`config.mk`:
```
export PLATFORM = sky130hd
export DESIGN_NAME = epoch_to_civil_datetime
export DESIGN_NICKNAME = d
export VERILOG_FILES = /design/src/ete_pkg.sv /design/src/ete_split.sv /design/src/ete_civil.sv /design/src/epoch_to_civil_datetime.sv
export SDC_FILE = /design/constraint.sdc
export NUM_CORES = 2
export LEC_CHECK = 0
export BUFFER_PORTS_ARGS = -buffer_cell sky130_fd_sc_hd__buf_4
export CAP_MARGIN = 20
export CORE_ASPECT_RATIO = 0.9
export CORE_UTILIZATION = 50
export CTS_BUF_LIST = sky130_fd_sc_hd__clkbuf_16
export DETAILED_ROUTE_END_ITERATION = 10
export PLACE_DENSITY = 0.76
export SYNTH_ARGS = -nofsm -noshare
export SYNTH_HDL_FRONTEND = slang
export SYNTH_HIERARCHICAL = 1
export SYNTH_SLANG_ARGS = --single-unit
```
`constraint.sdc`:
```
create_clock -name i_clk -period 18 [get_ports i_clk]
set_input_delay 0 -clock i_clk [delete_from_list [all_inputs] [get_ports i_clk]]
set_output_delay 0 -clock i_clk [all_outputs]
set_load 0.005 [all_outputs]
```
`src/ete_pkg.sv`:
```
package ete_pkg;

    // Pipeline depth: stage 1 is the offset add, stage NSTG drives the ports.
    localparam int NSTG = 8;

    localparam int EPOCH_W = 32;
    localparam int TZ_W    = 11;
    localparam int TOTAL_W = EPOCH_W + 1;
    localparam int DAYS_W  = 16;
    localparam int SECS_W  = 17;
    localparam int YEAR_W  = 12;
    localparam int MONTH_W = 4;
    localparam int DAY_W   = 5;
    localparam int HOUR_W  = 5;
    localparam int MIN_W   = 6;

    localparam logic signed [TZ_W-1:0] TZ_MIN = -11'sd720;
    localparam logic signed [TZ_W-1:0] TZ_MAX = 11'sd840;

    // Reciprocals: floor(x / D) == (x * ceil(2^K / D)) >> K for x < 2^N,
    // with K = N + ceil(log2(D)).
    localparam int SH_DAY  = 36;   // x = total >> 7 < 2^26, D = 675
    localparam int SH_HR   = 29;   // x < 2^17, D = 3600
    localparam int SH_MIN  = 18;   // x < 2^12, D = 60
    localparam int SH_1460 = 29;   // x < 2^18, D = 1460
    localparam int SH_365  = 27;   // x < 2^18, D = 365
    localparam int SH_153  = 19;   // x < 2^11, D = 153

    localparam logic [26:0] RCP_675  = 27'(((64'd1 << SH_DAY) + 64'd674) / 64'd675);
    localparam logic [17:0] RCP_3600 = 18'(((64'd1 << SH_HR) + 64'd3599) / 64'd3600);
    localparam logic [12:0] RCP_60   = 13'(((64'd1 << SH_MIN) + 64'd59) / 64'd60);
    localparam logic [18:0] RCP_1460 = 19'(((64'd1 << SH_1460) + 64'd1459) / 64'd1460);
    localparam logic [18:0] RCP_365  = 19'(((64'd1 << SH_365) + 64'd364) / 64'd365);
    localparam logic [11:0] RCP_153  = 12'(((64'd1 << SH_153) + 64'd152) / 64'd153);

    localparam logic [SECS_W-1:0] SECS_PER_DAY  = 17'd86400;
    localparam logic [SECS_W-1:0] SECS_PER_HOUR = 17'd3600;
    localparam logic [19:0]       DAYS_SHIFT    = 20'd719468;
    localparam logic [19:0]       ERA5_START    = 20'd730485;
    localparam logic [19:0]       ERA4_BASE     = 20'd584388;

    typedef struct packed {
        logic [NSTG-1:0] en;
    } t_stage_en;

    // First day of each March-based month within the year.
    function automatic logic [8:0] month_start(input logic [3:0] mp);
        logic [8:0] r;
        case (mp)
            4'd0:    r = 9'd0;
            4'd1:    r = 9'd31;
            4'd2:    r = 9'd61;
            4'd3:    r = 9'd92;
            4'd4:    r = 9'd122;
            4'd5:    r = 9'd153;
            4'd6:    r = 9'd184;
            4'd7:    r = 9'd214;
            4'd8:    r = 9'd245;
            4'd9:    r = 9'd275;
            4'd10:   r = 9'd306;
            4'd11:   r = 9'd337;
            default: r = 9'd0;
        endcase
        return r;
    endfunction

endpackage

```
`src/ete_split.sv`:
```
module ete_split (
    input  logic                              i_clk,
    input  ete_pkg::t_stage_en                i_en,
    input  logic [ete_pkg::EPOCH_W-1:0]       i_epoch,
    input  logic signed [ete_pkg::TZ_W-1:0]   i_tz,
    output logic [ete_pkg::DAYS_W-1:0]        o_days,
    output logic [ete_pkg::HOUR_W-1:0]        o_hour,
    output logic [ete_pkg::MIN_W-1:0]         o_minute
);
    import ete_pkg::*;

    logic signed [16:0]        off60;
    logic signed [33:0]        shifted;
    logic [TOTAL_W-1:0]        n_total;
    logic [TOTAL_W-1:0]        r_total1, r_total2;
    logic [52:0]               day_prod;
    logic [DAYS_W-1:0]         r_days;
    logic [TOTAL_W-1:0]        day_secs;
    logic [SECS_W-1:0]         r_secs3, r_secs4;
    logic [34:0]               hr_prod;
    logic [HOUR_W-1:0]         r_hour4, r_hour5, r_hour6, r_hour7, r_hour8;
    logic [SECS_W-1:0]         hr_secs;
    logic [SECS_W-1:0]         rem_full;
    logic [11:0]               r_rem5;
    logic [24:0]               min_prod;
    logic [MIN_W-1:0]          r_min6, r_min7, r_min8;

    // Stage 1: shift by the offset, clamp below the epoch.
    assign off60   = $signed({{6{i_tz[TZ_W-1]}}, i_tz}) * 17'sd60;
    assign shifted = $signed({2'b00, i_epoch}) + {{17{off60[16]}}, off60};
    assign n_total = shifted[33] ? '0 : shifted[TOTAL_W-1:0];

    // Stage 2: days = total / 86400 as (total >> 7) / 675.
    assign day_prod = 53'(r_total1[TOTAL_W-1:7]) * 53'(RCP_675);

    // Stage 3: seconds of day.
    assign day_secs = TOTAL_W'(r_days) * TOTAL_W'(SECS_PER_DAY);

    // Stage 4: hour, stage 5: remainder, stage 6: minute.
    assign hr_prod  = 35'(r_secs3) * 35'(RCP_3600);
    assign hr_secs  = SECS_W'(r_hour4) * SECS_PER_HOUR;
    assign rem_full = r_secs4 - hr_secs;
    assign min_prod = 25'(r_rem5) * 25'(RCP_60);

    always_ff @(posedge i_clk) begin
        if (i_en.en[0]) r_total1 <= n_total;
        if (i_en.en[1]) begin
            r_total2 <= r_total1;
            r_days   <= day_prod[SH_DAY +: DAYS_W];
        end
        if (i_en.en[2]) r_secs3 <= SECS_W'(r_total2 - day_secs);
        if (i_en.en[3]) begin
            r_secs4 <= r_secs3;
            r_hour4 <= hr_prod[SH_HR +: HOUR_W];
        end
        if (i_en.en[4]) begin
            r_hour5 <= r_hour4;
            r_rem5  <= rem_full[11:0];
        end
        if (i_en.en[5]) begin
            r_hour6 <= r_hour5;
            r_min6  <= min_prod[SH_MIN +: MIN_W];
        end
        if (i_en.en[6]) begin
            r_hour7 <= r_hour6;
            r_min7  <= r_min6;
        end
        if (i_en.en[7]) begin
            r_hour8 <= r_hour7;
            r_min8  <= r_min7;
        end
    end

    assign o_days   = r_days;
    assign o_hour   = r_hour8;
    assign o_minute = r_min8;

endmodule

```
`src/ete_civil.sv`:
```
module ete_civil (
    input  logic                            i_clk,
    input  ete_pkg::t_stage_en              i_en,
    input  logic [ete_pkg::DAYS_W-1:0]      i_days,
    output logic [ete_pkg::YEAR_W-1:0]      o_year,
    output logic [ete_pkg::MONTH_W-1:0]     o_month,
    output logic [ete_pkg::DAY_W-1:0]       o_day
);
    import ete_pkg::*;

    logic [19:0]   z;
    logic          era5;
    logic [17:0]   doe_n;
    logic          r_era3, r_era4, r_era5, r_era6, r_era7;
    logic [17:0]   r_doe3, r_doe4, r_doe5;
    logic [36:0]   p1460;
    logic [6:0]    q1460;
    logic [2:0]    q36524;
    logic          q146096;
    logic [17:0]   numer;
    logic [17:0]   r_numer4;
    logic [36:0]   p365;
    logic [8:0]    r_yoe5, r_yoe6, r_yoe7;
    logic [1:0]    q100;
    logic [17:0]   yday0;
    logic [17:0]   doy_full;
    logic [8:0]    r_doy6, r_doy7;
    logic [10:0]   mp_arg;
    logic [22:0]   p153;
    logic [3:0]    r_mp7;
    logic          jan_feb;
    logic [11:0]   era_year;
    logic [8:0]    mday;

    // Stage 3: shift to the March-based count from year 0 and split into eras.
    assign z     = 20'(i_days) + DAYS_SHIFT;
    assign era5  = (z >= ERA5_START);
    assign doe_n = 18'(z - ERA4_BASE - (era5 ? 20'd146097 : 20'd0));

    // Stage 4: leap corrections for the year count.
    assign p1460   = 37'(r_doe3) * 37'(RCP_1460);
    assign q1460   = p1460[SH_1460 +: 7];
    assign q36524  = (r_doe3 >= 18'd146096) ? 3'd4 :
                     (r_doe3 >= 18'd109572) ? 3'd3 :
                     (r_doe3 >= 18'd73048)  ? 3'd2 :
                     (r_doe3 >= 18'd36524)  ? 3'd1 : 3'd0;
    assign q146096 = (r_doe3 == 18'd146096);
    assign numer   = r_doe3 - 18'(q1460) + 18'(q36524) - 18'(q146096);

    // Stage 5: year of era.
    assign p365 = 37'(r_numer4) * 37'(RCP_365);

    // Stage 6: day of the March-based year.
    assign q100     = (r_yoe5 >= 9'd300) ? 2'd3 :
                      (r_yoe5 >= 9'd200) ? 2'd2 :
                      (r_yoe5 >= 9'd100) ? 2'd1 : 2'd0;
    assign yday0    = 18'(r_yoe5) * 18'd365 + 18'(r_yoe5[8:2]) - 18'(q100);
    assign doy_full = r_doe5 - yday0;

    // Stage 7: March-based month.
    assign mp_arg = 11'({r_doy6, 2'b00}) + 11'(r_doy6) + 11'd2;
    assign p153   = 23'(mp_arg) * 23'(RCP_153);

    // Stage 8: civil month, day and year.
    assign jan_feb  = (r_mp7 >= 4'd10);
    assign era_year = r_era7 ? 12'd2000 : 12'd1600;
    assign mday     = month_start(r_mp7);

    always_ff @(posedge i_clk) begin
        if (i_en.en[2]) begin
            r_era3 <= era5;
            r_doe3 <= doe_n;
        end
        if (i_en.en[3]) begin
            r_era4   <= r_era3;
            r_doe4   <= r_doe3;
            r_numer4 <= numer;
        end
        if (i_en.en[4]) begin
            r_era5 <= r_era4;
            r_doe5 <= r_doe4;
            r_yoe5 <= p365[SH_365 +: 9];
        end
        if (i_en.en[5]) begin
            r_era6 <= r_era5;
            r_yoe6 <= r_yoe5;
            r_doy6 <= doy_full[8:0];
        end
        if (i_en.en[6]) begin
            r_era7 <= r_era6;
            r_yoe7 <= r_yoe6;
            r_doy7 <= r_doy6;
            r_mp7  <= p153[SH_153 +: 4];
        end
        if (i_en.en[7]) begin
            o_year  <= 12'(r_yoe7) + era_year + 12'(jan_feb);
            o_month <= jan_feb ? r_mp7 - 4'd9 : r_mp7 + 4'd3;
            o_day   <= DAY_W'(r_doy7 - mday + 9'd1);
        end
    end

endmodule

```
`src/epoch_to_civil_datetime.sv`:
```
// Channel   Direction  Handshake                   Payload
// input     in         i_in_valid / o_in_stall     i_epoch_seconds
// output    out        o_out_valid / i_out_stall   o_year o_month o_day o_hour o_minute
// config    in         i_cfg_we                    i_cfg_data (signed offset in minutes)
//
// One item per cycle through eight register stages when the output is not stalled.
// The depth is set by the offset add, the day divide and the day-to-civil chain
// (era split, leap corrections, year, day of year, month, final assembly), with at
// most one constant multiply a stage per path.
// Reset (synchronous, active low) empties the pipeline and sets the offset to 0.
// A stall at the output holds the last stage; earlier stages keep moving into
// empty slots, so input stalls only when every stage holds an item.
module epoch_to_civil_datetime (
    input  logic                               i_clk,
    input  logic                               i_rst_n,
    input  logic                               i_in_valid,
    output logic                               o_in_stall,
    input  logic [ete_pkg::EPOCH_W-1:0]        i_epoch_seconds,
    output logic                               o_out_valid,
    input  logic                               i_out_stall,
    output logic [ete_pkg::YEAR_W-1:0]         o_year,
    output logic [ete_pkg::MONTH_W-1:0]        o_month,
    output logic [ete_pkg::DAY_W-1:0]          o_day,
    output logic [ete_pkg::HOUR_W-1:0]         o_hour,
    output logic [ete_pkg::MIN_W-1:0]          o_minute,
    input  logic                               i_cfg_we,
    input  logic signed [ete_pkg::TZ_W-1:0]    i_cfg_data
);
    import ete_pkg::*;

    logic signed [TZ_W-1:0] r_tz, n_tz;
    logic [NSTG-1:0]        r_vld;
    t_stage_en              stg;
    logic [DAYS_W-1:0]      days;

    // Clamp the offset on write so the datapath never sees an out-of-range value.
    always_comb begin
        if (i_cfg_data < TZ_MIN) begin
            n_tz = TZ_MIN;
        end else if (i_cfg_data > TZ_MAX) begin
            n_tz = TZ_MAX;
        end else begin
            n_tz = i_cfg_data;
        end
    end

    // A stage loads when it is empty or when the stage after it moves on.
    always_comb begin
        stg.en[NSTG-1] = !r_vld[NSTG-1] || !i_out_stall;
        for (int k = NSTG - 2; k >= 0; k--) begin
            stg.en[k] = !r_vld[k] || stg.en[k+1];
        end
    end

    always_ff @(posedge i_clk) begin
        if (!i_rst_n) begin
            r_tz  <= '0;
            r_vld <= '0;
        end else begin
            if (i_cfg_we) r_tz <= n_tz;
            if (stg.en[0]) r_vld[0] <= i_in_valid;
            for (int k = 1; k < NSTG; k++) begin
                if (stg.en[k]) r_vld[k] <= r_vld[k-1];
            end
        end
    end

    assign o_in_stall  = !stg.en[0];
    assign o_out_valid = r_vld[NSTG-1];

    // Offset, day split and time of day.
    ete_split u_split (
        .i_clk    (i_clk),
        .i_en     (stg),
        .i_epoch  (i_epoch_seconds),
        .i_tz     (r_tz),
        .o_days   (days),
        .o_hour   (o_hour),
        .o_minute (o_minute)
    );

    // Day count to year, month and day.
    ete_civil u_civil (
        .i_clk   (i_clk),
        .i_en    (stg),
        .i_days  (days),
        .o_year  (o_year),
        .o_month (o_month),
        .o_day   (o_day)
    );

    // Input stalls only when the whole pipeline is full and the output is held.
    a_stall_full: assert property (@(posedge i_clk) disable iff (!i_rst_n)
        o_in_stall |-> ((&r_vld) && i_out_stall))
        else $error("input stalled with room in the pipeline");

    a_fields_legal: assert property (@(posedge i_clk) disable iff (!i_rst_n)
        o_out_valid |-> (o_month >= 4'd1 && o_month <= 4'd12 && o_day >= 5'd1
                         && o_hour <= 5'd23 && o_minute <= 6'd59
                         && o_year >= 12'd1970 && o_year <= 12'd2106))
        else $error("result field out of range");

    a_tz_limits: assert property (@(posedge i_clk) disable iff (!i_rst_n)
        i_cfg_we |=> (r_tz >= TZ_MIN && r_tz <= TZ_MAX))
        else $error("offset register outside its limits");

endmodule

```
# --- After elaboration in Yosys (flattened, before gate mapping) ---
# Memory sizes are Yosys's and may differ from the RTL's. A register that Yosys moved wholly into a read port is not among the register bits.
# Index checks and enable logic that the tools add are counted.
word_totals:
  inputBits: 48
  register_bits: 294
  memories: 1
  rom_bits: 144
  word_cells: 115
  out_inout_bits: 34
mem_list:
  columns: ["name", "depth", "width", "rd", "rd_ports_with_merged_regs", "wr", "line", "text"]
  rows:
  - ["(name not given)", 16, 9, 1, 1, 0, "ete_pkg.sv:49", "case (mp)"]
op_classes:
  n_mux: 13
  n_mul: 10
  addsub: 20
  reduce_logical: 18
  n_eq_ne: 1
  order_cmp: 11
ops:
  columns: ["operator", "n"]
  rows:
  - ["$mul 18x16->33 const B", 2]
  - ["$mul 26x27->52 const B", 1]
  - ["$ge 18x17->1 const B", 2]
  - ["$add 33x17->34", 1]
  - ["$mul 17x18->34 const B", 1]
  - ["$mul 11x12->23 const B", 1]
  - ["$mul 12x12->23 const B", 1]
  - ["$mux 11", 2]
  - ["$add 16x20->20 const B", 1]
  - ["$ge 20x20->1 const B", 1]
  - ["$add 18x3->18", 1]
  - ["$eq 18x18->1 const B", 1]
  - ["$ge 18x16->1 const B", 1]
  - ["$ge 18x18->1 const B", 1]
  - ["$mux 18", 1]
  - ["$sub 18x1->18", 1]
  - ["$sub 18x16->18 const B", 1]
  - ["$sub 18x18->18", 1]
  - ["$sub 18x7->18", 1]
  - ["$sub 17x17->17", 1]
  - ["$mul 16x10->10 const B", 1]
  - ["$mul 11x5->15 const B", 1]
  - ["$add 12x1->12", 1]
  - ["$add 9x12->12", 1]
  - ["other kinds (25)", 46]

# --- Logic depth before layout (Yosys ltp) ---
depth:
  word_depth: 10
  mapped_depth: 34
  ltp_nobuf: 34

# --- Modules after synthesis ---
# Netlist, hierarchy kept.
modules_own_cells:
  columns: ["mod", "cells_per_inst", "seq_area_each_um2", "area_per_inst_um2", "instances"]
  rows:
  - ["ete_split", 2222, 4504.3, 23700.2, 1]
  - ["ete_civil", 1892, 3853.7, 20835.0, 1]
  - ["epoch_to_civil_datetime", 88, 380.4, 830.8, 1]

# --- Worst setup path after synthesis ---
# Ideal clock, no wire load.
synth_path:
  path_kind: "register to register"
  startpoint: "register u_civil.r_doe3[5]"
  endpoint: "register u_civil.r_numer4[17], data pin"
  path_stages_with_launch: 33
  n_path_buf: 0
  required_time_ns: 17.738
  arrival_ns: 7.615
  path_slack_ns: 10.123
  setup_ns: 0.262
  synth_period_minus_slack_ns: 7.877
  cell_sequence: "edfxtp_1 > inv_1 > fa_1 > inv_1 > ha_1 > fa_1 > inv_1 > fa_1 > inv_1 > fa_1 > inv_1 > fa_1 > inv_1 > ha_1 > or3_1 > a2111oi_0 > o21ai_1 > nand4_1 > nand2_1 > xor2_1 > fa_1 > fa_1 > inv_1 > ha_1 > a21o_1 > a21oi_1 > o21ai_1 > a2111o_1 > nand2_1 > o2111ai_1 > a31o_1 > a21oi_1 > xor2_1"
synth_between:
  elab_chain_len: 7
  elab_cells_between_ends: 13
  cone_classes: "add/sub (3); mul (1); order compare (4); eq/ne (1); mux (4)"
synth_rtl:
  columns: ["item", "line", "text"]
  rows:
  - ["start, declared", "ete_civil.sv:15", "logic [17:0] r_doe3, r_doe4, r_doe5;"]
  - ["start signal, assigned", "ete_civil.sv:72", "r_doe3 <= doe_n;"]
  - ["parallel branches: the longest is 6 deep, another holds $mul 18x16->33", null, null]
  - ["$sub 18x1->18 (*)", "ete_civil.sv:48", "assign numer = r_doe3 - 18'(q1460) + 18'(q36524) - 18'(q146096);"]
  - ["via u_civil.numer[17]", "ete_civil.sv:20", "logic [17:0] numer;"]
  - ["end signal, assigned", "ete_civil.sv:77", "r_numer4 <= numer;"]
  - ["end, declared", "ete_civil.sv:21", "logic [17:0] r_numer4;"]
# Mark *: on every way through the listed nets, which the timed path passes.
# A chain may end at the register's enable or synchronous reset.

# --- Final worst setup path ---
layout_path:
  startpoint: "register u_civil.r_doe3[4]"
  endpoint: "register u_civil.r_numer4[17], data pin"
# Same word-level chain as after synthesis.

==> flow_summary.toml <==
[status]
status = "complete, no violations"

[cells_and_area]
multi_input_area_sq_um = 32500
ff_latch_area_sq_um = 8740
nFillCells = 7549
final_layout_size_suffix_gt1_share_pct = 4.21
final_nets = 6092
finalNonFillerCells = 5558
area_delta_synth_final_pct = 8.09
fin_area_sq_um = 49000

[logic_synthesis]
synth_flop_cell = "edfxtp_1"
synth_area_sq_um = 45400
synth_edf_count = 275
synthesis.nets = 5926
async_flop_share_pct = 0
syn_area_per_cell_sq_um = 10.8
yosys_register_bits = 299
synth_cell_type_count = 83
syn-instance-count = 4202
ys_warn_count = 6
ys_seq_area_share_pct = 19.3

[routing]
route.met3.wl_mm = 5.11
post_drt_wl_per_cell_microns = 16.4
drtPass1Iterations = 7
vias = 29000
routed-wl-met2_mm = 42.5
antenna_left = 0
dr.max_layer_used = "met5"
drc = 0
viasPerCell = 5.21
drt-initial-drc-count = 1459
drt_wl_total_mm = 91.1
drt-met1-wl_mm = 41.8

[grt]
grt_max_degree = 43
grt_pass1_wl_mm = 153
grt_overflow = 0
grt_usage_pct = 20.7
grt_pass1_vias = 30900
antenna_found_initial = 4

[setup_path]
r2r_setup_slack_ps = 9040
critPathLaunchType = "register"
cp_slowest_cell = "edfxtp_1"
r2r-start = "u_civil/r_doe3[4]$_DFFE_PP_"
crit_fanout = 11
endpoint_kind = "register"
crit_type = "reg2reg"
critPathCapture = "u_civil/r_numer4[17]$_DFFE_PP_"
r2r_end = "u_civil/r_numer4[17]$_DFFE_PP_"
slowest_delay_ps = 780
arrival_ps = 9280
cp_data_required_time_ps = 18320
setup.worst_path.start = "u_civil/r_doe3[4]$_DFFE_PP_"
r2r_cells = 32

[clock_tree]
cts_hold_buffers = 53
clk_latency_ps = 620
cts_buffer_depth = 3
clkTransAtPathRegs_ps = 80
cts_tree = "built"
cts_buffers = 31
clockRootBuffer = "clkbuf_16"
post_cts_buffers = 0
cts_resized = 0
cts_max_level = 1
cts_sinks = 299

[min_path]
hold_path.class = "in2reg"
hold_path_depth = 4

[timing]
skew_ps = 36.2
slew_violations = 0
fin_crit_sh_pct = 49.8
finalCriticalPeriod_ps = 8960
final.setup.tns_ps = 0
finalHoldViolCount = 0
setup_viol = 0
relSlewSlack_pct = 33.2
worst_pin_slew_ps = 998
max_freq_ghz = 0.112
rsz0062_at_grt = "no"

[job]
drv_cap = 0

[place]
place_congestion = 0.935
dp_hpwl_mm = 76.5
numPortBuffers = 81
dp.cells = 5447
placed_area_sq_um = 47500

[floorplanning]
io_pins = 82
die-area_sq_um = 91900
start_util_pct = 50.6
core_area_sq_um = 89700
num_rows = 104
die_width_microns = 320
die_h_microns = 288
==> routing by layer <==
layer	track usage (%)	up-vias
met1	28.0	14200
li1	-	14100
met3	3.48	121
met4	3.92	8
met2	34.9	571
met5	0	-
==> kinds of logic (layout without fill, tap and decap cells) <==
| family | count (synthesis) | count (layout) | synth area share, % |
|---|---|---|---|
| buffers and inverters | 1105 | 1294 | 9.18 |
| and+or+nand+nor | 412 | 412 | 4.47 |
| muxes | 14 | 14 | 0.348 |
| other | 0 | 1 | 0 |
| DFF | 299 | 299 | 19.3 |
| xor gates and xnor gates | 214 | 214 | 4.15 |
| adders and majority gates | 1676 | 1676 | 55.5 |
| AOI/OAI and AO/OA | 482 | 482 | 7.12 |
==> sequential cells by signal, indices dropped and copies added, names as in the netlist, 8 cells and up <==
signal / flops
u_split/r_secs4: 12
r_tz: 11
u_civil/r_doe3: 18
u_civil/r_yoe6: 9
u_civil/r_numer4: 18
r_vld: 8
u_civil/r_doy6: 9
u_split/r_total2: 17
u_split/r_total1: 33
u_civil/r_yoe7: 9
u_civil/r_doe5: 9
u_civil/o_year: 12
u_split/r_rem5: 12
u_civil/r_doe4: 9
u_civil/r_yoe5: 9
u_split/r_secs3: 17
u_split/o_days: 16
==> layout make-up <==
| cell class | count | share of cell area [%] |
|---|---|---|
| multi-input cells | 2798 | 66.2 |
| repair buffers | 145 | 2.53 |
| diodes | 1 | 0.00510 |
| flip-flops and latches | 299 | 17.8 |
| clock buffers | 31 | 1.58 |
| well taps | 1166 | 2.98 |
| inverters | 1093 | 8.37 |
| clock inverters | 25 | 0.480 |
==> worst min-delay path by stage <==
stage,end,slack [ps],from
finish,u_split/r_total1[2]$_SDFFCE_PP0P_,40,i_epoch_seconds[2]
global route,u_split/r_total1[2]$_SDFFCE_PP0P_,40,i_epoch_seconds[2]
CTS,u_split/r_total1[15]$_SDFFCE_PP0P_,10,i_epoch_seconds[15]
detailed placement,r_vld[0]$_SDFFE_PN0P_,220,i_in_valid
global placement,r_vld[0]$_SDFFE_PN0P_,210,i_in_valid
floorplan,r_vld[0]$_SDFFE_PN0P_,120,i_in_valid
==> cell usage in the layout (no fill, tap or decap), types with 12 or more instances in the layout <==
cell	instances
nand2b_1	21
ha_1	1117
buf_4	91
nor2b_1	29
o21ai_1	15
nand2_1	107
a31oi_1	15
a211oi_1	12
dfxtp_1	24
o21bai_1	25
nor2_1	99
o21a_1	26
nor3_1	37
xnor2_1	144
a21oi_1	143
xor2_1	68
o21ai_0	67
clkbuf_16	31
fa_1	559
dlygate4sd3_1	53
nand3_1	29
nand4_1	20
inv_1	1096
and3_1	16
a21o_1	71
edfxtp_1	275
==> stage by stage <==
stage	util (%)	hold WS (ps)	worst slack, ps
floorplan	-	124	10120
global placement	52.9	213	9350
detailed placement	52.9	222	9180
CTS	54.7	14.8	9120
global route	54.7	38.7	8690
finish	54.7	41.6	9040
==> critical path, delay by kind of cell, from the launching register on <==
family / cells / cell delay [ps]
adders and majority gates: 10 / 4240
and+or+nand+nor: 4 / 730
xor gates and xnor gates: 2 / 250
AOI/OAI and AO/OA: 9 / 2100
DFF: 1 / 780
buffers and inverters: 7 / 550
==> cells in the mapped netlist (7+ instances only) <==
cell / count / area share, %
a211oi_1: 12 / 0.20
a21boi_0: 8 / 0.13
a21boi_1: 7 / 0.12
a21o_1: 71 / 1.2
a21oi_1: 143 / 1.6
a31oi_1: 15 / 0.21
a41o_1: 9 / 0.20
and3_1: 16 / 0.22
clkbuf_1: 7 / 0.058
dfxtp_1: 24 / 1.1
edfxtp_1: 275 / 18
fa_1: 559 / 25
ha_1: 1117 / 31
inv_1: 1093 / 9.0
mux2i_1: 9 / 0.20
nand2_1: 107 / 0.89
nand2b_1: 21 / 0.29
nand3_1: 31 / 0.34
nand4_1: 20 / 0.28
nor2_1: 99 / 0.82
nor2b_1: 29 / 0.40
nor3_1: 37 / 0.41
nor4_1: 7 / 0.097
o211ai_1: 8 / 0.13
o21a_1: 26 / 0.43
o21ai_0: 67 / 0.74
o21ai_1: 15 / 0.17
o21bai_1: 25 / 0.41
or2_2: 9 / 0.12
or3_1: 8 / 0.11
xnor2_1: 144 / 2.8
xor2_1: 69 / 1.3
Power is left out: the tool's default activity adds up to more than one toggle a clock period on the data nets, which glitch-free logic cannot reach.
